===== config.mk =====
export PLATFORM = sky130hd
export DESIGN_NAME = mpk_ctrl
export DESIGN_NICKNAME = d
export VERILOG_FILES = /design/src/hdl/mpk_pkg.sv /design/src/hdl/mpk_ctrl.sv
export SDC_FILE = /design/constraint.sdc
export NUM_CORES = 1
export LEC_CHECK = 0
export ABC_CLOCK_PERIOD_IN_PS = 2700
export BUFFER_PORTS_ARGS = -buffer_cell sky130_fd_sc_hd__clkbuf_2
export CAP_MARGIN = 5
export CORE_AREA = 2 2 39 41
export CTS_BUF_LIST = sky130_fd_sc_hd__clkbuf_4
export CTS_CLUSTER_SIZE = 20
export DETAILED_ROUTE_END_ITERATION = 8
export DIE_AREA = 0 0 41 43
export GPL_ROUTABILITY_DRIVEN = 0
export SETUP_SLACK_MARGIN = 0.02
export SLEW_MARGIN = 30
export SYNTH_ARGS = -nofsm -noshare
export SYNTH_HDL_FRONTEND = slang
export SYNTH_SLANG_ARGS = --single-unit

===== constraint.sdc =====
create_clock -name clk -period 2.7 [get_ports clk]
set_input_delay 0.405 -clock clk [delete_from_list [all_inputs] [get_ports clk]]
set_output_delay 0.405 -clock clk [all_outputs]
set_load 0.05 [all_outputs]

===== src/hdl/mpk_pkg.sv =====
`timescale 1ns / 1ps
// ----------------------------------------------------------------------------
// mpk_pkg
// Shared types and constants for the k-transaction max profit block.
// ----------------------------------------------------------------------------
package mpk_pkg;

  localparam int MAX_TRANS = 16;
  localparam int IDX_W     = (MAX_TRANS > 1) ? $clog2(MAX_TRANS) : 1;
  localparam int PRICE_W   = 32;
  localparam int PROFIT_W  = 48;
  localparam int LIMIT_W   = 5;

  localparam logic [LIMIT_W-1:0]  LIMIT_RESET = LIMIT_W'(1);
  localparam logic [PROFIT_W-1:0] PROFIT_MAX  = {PROFIT_W{1'b1}};

  typedef enum logic [2:0] {
    ST_IDLE,
    ST_DIFF,
    ST_CAND,
    ST_UPDATE,
    ST_OUT
  } mpk_state_t;

  // controller -> datapath
  typedef struct packed {
    logic load_in;    // capture input word
    logic calc_diff;  // form day difference, or clear rows on a first day
    logic calc_cand;  // form per-lane candidates
    logic update;     // commit new rows
    logic load_out;   // load result register
  } mpk_cmd_t;

  // datapath -> controller
  typedef struct packed {
    logic first_day;
  } mpk_status_t;

endpackage


===== src/hdl/mpk_ctrl.sv =====
`timescale 1ns / 1ps
// ----------------------------------------------------------------------------
// mpk_ctrl
// Sequencer: steps one price word through diff, candidate and update
// phases and owns the input ready and output valid handshake.
// ----------------------------------------------------------------------------
module mpk_ctrl
  import mpk_pkg::*;
(
  input  logic        clk,
  input  logic        rst_n,
  input  logic        in_tvalid,
  output logic        in_tready,
  output logic        out_tvalid,
  input  logic        out_tready,
  input  mpk_status_t status,
  output mpk_cmd_t    cmd
);

  mpk_state_t state_r, state_nxt;
  logic       out_tvalid_r, out_tvalid_nxt;
  logic       out_free;

  assign out_free = !out_tvalid_r || out_tready;

  always_ff @(posedge clk) begin
    if (!rst_n) begin
      state_r      <= ST_IDLE;
      out_tvalid_r <= 1'b0;
    end else begin
      state_r      <= state_nxt;
      out_tvalid_r <= out_tvalid_nxt;
    end
  end

  // next state
  always_comb begin
    state_nxt = state_r;
    unique case (state_r)
      ST_IDLE:   if (in_tvalid) state_nxt = ST_DIFF;
      ST_DIFF:   state_nxt = status.first_day ? ST_OUT : ST_CAND;
      ST_CAND:   state_nxt = ST_UPDATE;
      ST_UPDATE: state_nxt = ST_OUT;
      ST_OUT:    if (out_free) state_nxt = ST_IDLE;
      default:   state_nxt = ST_IDLE;
    endcase
  end

  // outputs
  always_comb begin
    cmd       = '0;
    in_tready = 1'b0;
    unique case (state_r)
      ST_IDLE: begin
        in_tready   = 1'b1;
        cmd.load_in = in_tvalid;
      end
      ST_DIFF:   cmd.calc_diff = 1'b1;
      ST_CAND:   cmd.calc_cand = 1'b1;
      ST_UPDATE: cmd.update    = 1'b1;
      ST_OUT:    cmd.load_out  = out_free;
      default: begin
        cmd       = '0;
        in_tready = 1'b0;
      end
    endcase
  end

  always_comb begin
    if (cmd.load_out) begin
      out_tvalid_nxt = 1'b1;
    end else if (out_tready) begin
      out_tvalid_nxt = 1'b0;
    end else begin
      out_tvalid_nxt = out_tvalid_r;
    end
  end

  assign out_tvalid = out_tvalid_r;

`ifndef NO_ASSERTIONS
  // never overwrite a result that has not been taken
  a_no_overwrite: assert property (@(posedge clk) disable iff (!rst_n)
    cmd.load_out |-> (!out_tvalid_r || out_tready))
    else $error("result register overwritten");

  a_accept_to_diff: assert property (@(posedge clk) disable iff (!rst_n)
    (in_tvalid && in_tready) |=> (state_r == ST_DIFF))
    else $error("accepted word not processed");

  a_valid_from_load: assert property (@(posedge clk) disable iff (!rst_n)
    $rose(out_tvalid_r) |-> $past(cmd.load_out))
    else $error("output valid without a loaded result");

  a_update_after_cand: assert property (@(posedge clk) disable iff (!rst_n)
    (state_r == ST_UPDATE) |-> ($past(state_r) == ST_CAND))
    else $error("rows committed without candidates");
`endif

endmodule


Word level (Yosys, flattened, before mapping). Index checks and enable logic that the tools add are counted.

Bits in registers: 4. Output and inout bits: 7.

Equal/unequal tests: 6. Muxes and demuxes: 12. Reductions and logical operators: 5.

Operator list (number): $pmux W3 S5 (1); $mux W3 (3); $mux W1 (8); $eq A3 B2 Y1 const B (2); $ne A2 B2 Y1 const B (2); $eq A3 B1 Y1 const B (1); $eq A3 B3 Y1 const B (1); $logic_not A3 Y1 (1); $reduce_and A2 Y1 (1); $reduce_bool A2 Y1 (1); $logic_not A1 Y1 (1); $logic_or A1 B1 Y1 (1).

Logic depth before layout (Yosys ltp).
Depth in word-level cells: 4. Gate-level depth with buffers: 3. Depth with buffers taken out: 2.

Worst setup path before layout. Ideal clock, no wire load.

Path type: flip-flop to output port. Start: reg state_r[1]. End: out cmd[4] (netlist name). Path slack: 0.256 ns. Stages on the path, launching flop included: 3. Arrival time: 2.039 ns. Required time: 2.295 ns. Cell sequence: dfxtp_1 -> nor3_1 -> and2_1.

RTL lines: start: declaration (line mpk_ctrl.sv:20) `mpk_state_t state_r, state_nxt;`; start signal: assignment (line mpk_ctrl.sv:31) `state_r <= state_nxt;`; end: declaration (line mpk_ctrl.sv:17) `output mpk_cmd_t cmd`.

==> summary.txt <==
Placed design
  • Total placed cells including tap cells: 52
  • Placed wire-length estimate: 377 um
  • Buffers added on ports: 11
  • Worst slack, placed: 1.08 ns

Timing
  • Maximum clock frequency: 543 MHz
  • Final clock skew: 0.00116 ns
  • Tightest slew margin relative to the limit: 0.817
  • Time the worst path needs with I/O delays and setup: 1.84 ns
  • Setup repair after global routing missed its margin: no
  • Final setup viols: 0
  • Period Utilization, post-route: 0.682
  • Endpoints failing hold: 0
  • Hold Slack: 0.431 ns
  • Total Neg Setup Slack: 0 ns
  • Final setup slack of the worst path: 0.858 ns
  • Slew of the pin with the lowest slew margin: 0.276 ns
  • Final-report max-slew violation count: 0

Critical path
  • Capturing element type of the critical path: primary output
  • Crit path kind: flop to primary output
  • Crit path arrival time: 1.44 ns
  • R2R Path Start: state_r[1]
  • Launching element of the worst setup path: state_r[1]
  • Worst endpoint required time: 2.30 ns
  • Maximum fanout along the worst path: 8
  • Kind of start point of the critical path: flop

Power and ir drop
  • Maximum VDD drop: 110 uV
  • Power density over the cells: 613 nW/um2
  • Combinational group share of total power: 0.244
  • Cell internal pwr: 0.000125 W
  • Leakage power: 0.139 nW
  • Power share of the clock group: 0.400
  • Switching component of the power: 0.0000609 W
  • Switching power as a share of total power: 0.328
  • Part of the power in registers: 0.356

CTS
  • Number of buffers between clock root and the deepest sink: 2
  • CTS Buf Count: 3
  • Number of sinks on the clock net: 4
  • Clock tree from TritonCTS: done
  • Hold_buf cts: 0
  • PostCTS Resize Cnt: 0
  • Clock latency of the later-clocked register in the worst-skew pair: 0.23 ns
  • Max H-tree Level: 1
  • Clock transition time at the flip-flop clock pins of the worst setup and hold paths: 0.04 ns
  • Postcts setup bufs: 0
  • Cell chosen for the clock root: clkbuf_4

Drt
  • DRC: 0
  • Drt initial violations: 1
  • Number of iterations in the first detailed-routing pass: 2
  • Average via count per standard cell: 3.93
  • Number of routed nets with antenna violations: 0
  • Average detailed-routed wire length per instance: 8.05 um
  • Post-detailed-routing wire length: 443 um
  • Routed via count: 216

Global routing
  • Wire length of the first global-routing pass: 710 um
  • Antenna violations before repair: 0
  • Overall global routing resource usage: 0.0652
  • Overflow left after global routing: 0
  • Number of global-route vias before repair: 200
  • Maximum number of pins on one net before global-route repair: 9

Yosys
  • Share of the synthesized netlist area taken by xor and xnor gates: 0
  • Async SR Flop Fraction: 0
  • Multiplexer fraction of the synthesized cell area: 0
  • Warning count from the yosys run: 0
  • Mean instance size in the synthesized netlist: 8.18 um2
  • Adder and majority gate portion of the synthesized area: 0
  • Largest family of logic cells by synthesized area: simple AND/OR/NAND/NOR gates
  • Post-synthesis cell type with the largest combined area: dfxtp_1
  • Synth unique cells: 15
  • Simple-gate share of the synthesized area: 0.447
  • Synth top area cells: dfxtp_1, nand2b_1, nor2_1
  • Cells after synthesis: 26
  • Post-Syn Nets: 31
  • Number of synthesized flops with an enable pin: 0
  • Syn Std Cell Area: 213 um2
  • Synth Area in Compound Gates: 0.106
  • Flops & latches, synth: 4
  • Fraction of the yosys area taken by sequential cells: 0.376
  • Top cell type's share of synthesized area: 0.376
  • Top flip-flop cell by instance count after synthesis: dfxtp_1

Floorplanning
  • Std-Cell Rows: 14
  • Starting density of the core: 0.154
  • Number of top-level pins: 12
  • Floorplan die area: 1760 um2
  • Core Footprint: 1380 um2
  • Die height: 43 um
  • Die width: 41 um

Run
  • Max-capacitance violation count: 0

Final layout
  • Most common library cell in the layout ignoring fill and taps: clkbuf_2
  • Fraction of layout cells with a size suffix above 1: 0.410
  • Layout Nets: 46
  • Total area of sequential cells: 80.1 um2
  • Signed area change from the synthesized netlist to the final layout: 42.4%
  • Area of the multi-input gates: 118 um2
  • Number of standard cells in the layout, taps in and fillers out: 55
  • Number of fill cells in the layout: 163
  • # diodes: 0
  • Post-route core utilization: 0.219
  • Commonest non-fill, non-tap cells in the layout: clkbuf_2, nor2_1, dfxtp_1

Hold path
  • Launch point of the worst hold path: in_tvalid
  • Worst min-delay path category: primary input to flop

Run status
  • Result of the run: completed
worst paths after layout:
path	cells after the start	end	slack, ns
max	3	cmd[0]	0.86
min	3	state_r[0]	0.43
max reg2reg	2	state_r[2]	1.70
min reg2reg	2	out_tvalid	0.52
routing by layer:
layer,routed length (um),global-route usage,vias up
li1,-,-,114
met1,160,0.0609,98
met2,245,0.0875,4
met3,37,0.0471,0
met4,0,0.0600,0
met5,0,0,-
Yosys cell counts, types with 2 or more instances:
cell type  count
inv_1          2
nor2_1         5
nand2b_1       3
dfxtp_1        4
nor3_1         2
cell type report:
class                   instances  share of cell area
multi-input cells              19               0.388
flip-flops and latches          4               0.264
repair buffers                 11               0.182
clock buffers                   3              0.0744
well taps                      16              0.0661
inverters                       2              0.0248
flip-flops by register name, indices dropped and copies added, names as in the netlist:
name / cells
state_r: 3
out_tvalid: 1
worst max-delay path, cell delays in order, from the launching register on:
cell      delay [ns]
dfxtp_1         0.36
or3b_4          0.43
nor2b_1         0.12
clkbuf_2        0.28
through the flow:
| stage | cell area (um2) | power (W) |
|---|---|---|
| 3_3_place_gp | 280 | 0.000113 |
| 2_1_floorplan | 213 | 0.000102 |
| 6_report | 303 | 0.000186 |
| 4_1_cts | 303 | 0.000192 |
| 3_5_place_dp | 280 | 0.000113 |
| 5_1_grt | 303 | 0.000198 |
kinds of logic after synthesis:
logic type / Yosys count
AO/OA/AOI/OAI: 3
AND/OR/NAND/NOR: 16
flip-flops: 4
buffers and inverters: 3
power by group through the flow:
stage	clock network, W	registers, W	logic, W
final	0.0000742	0.0000661	0.0000453
after global routing	0.0000814	0.0000669	0.0000493
after CTS	0.0000798	0.0000662	0.0000460
after detailed placement	0	0.0000672	0.0000459
after global placement	0	0.0000671	0.0000457
after floorplan	0	0.0000674	0.0000345
Power figures use the tool's default switching activity.
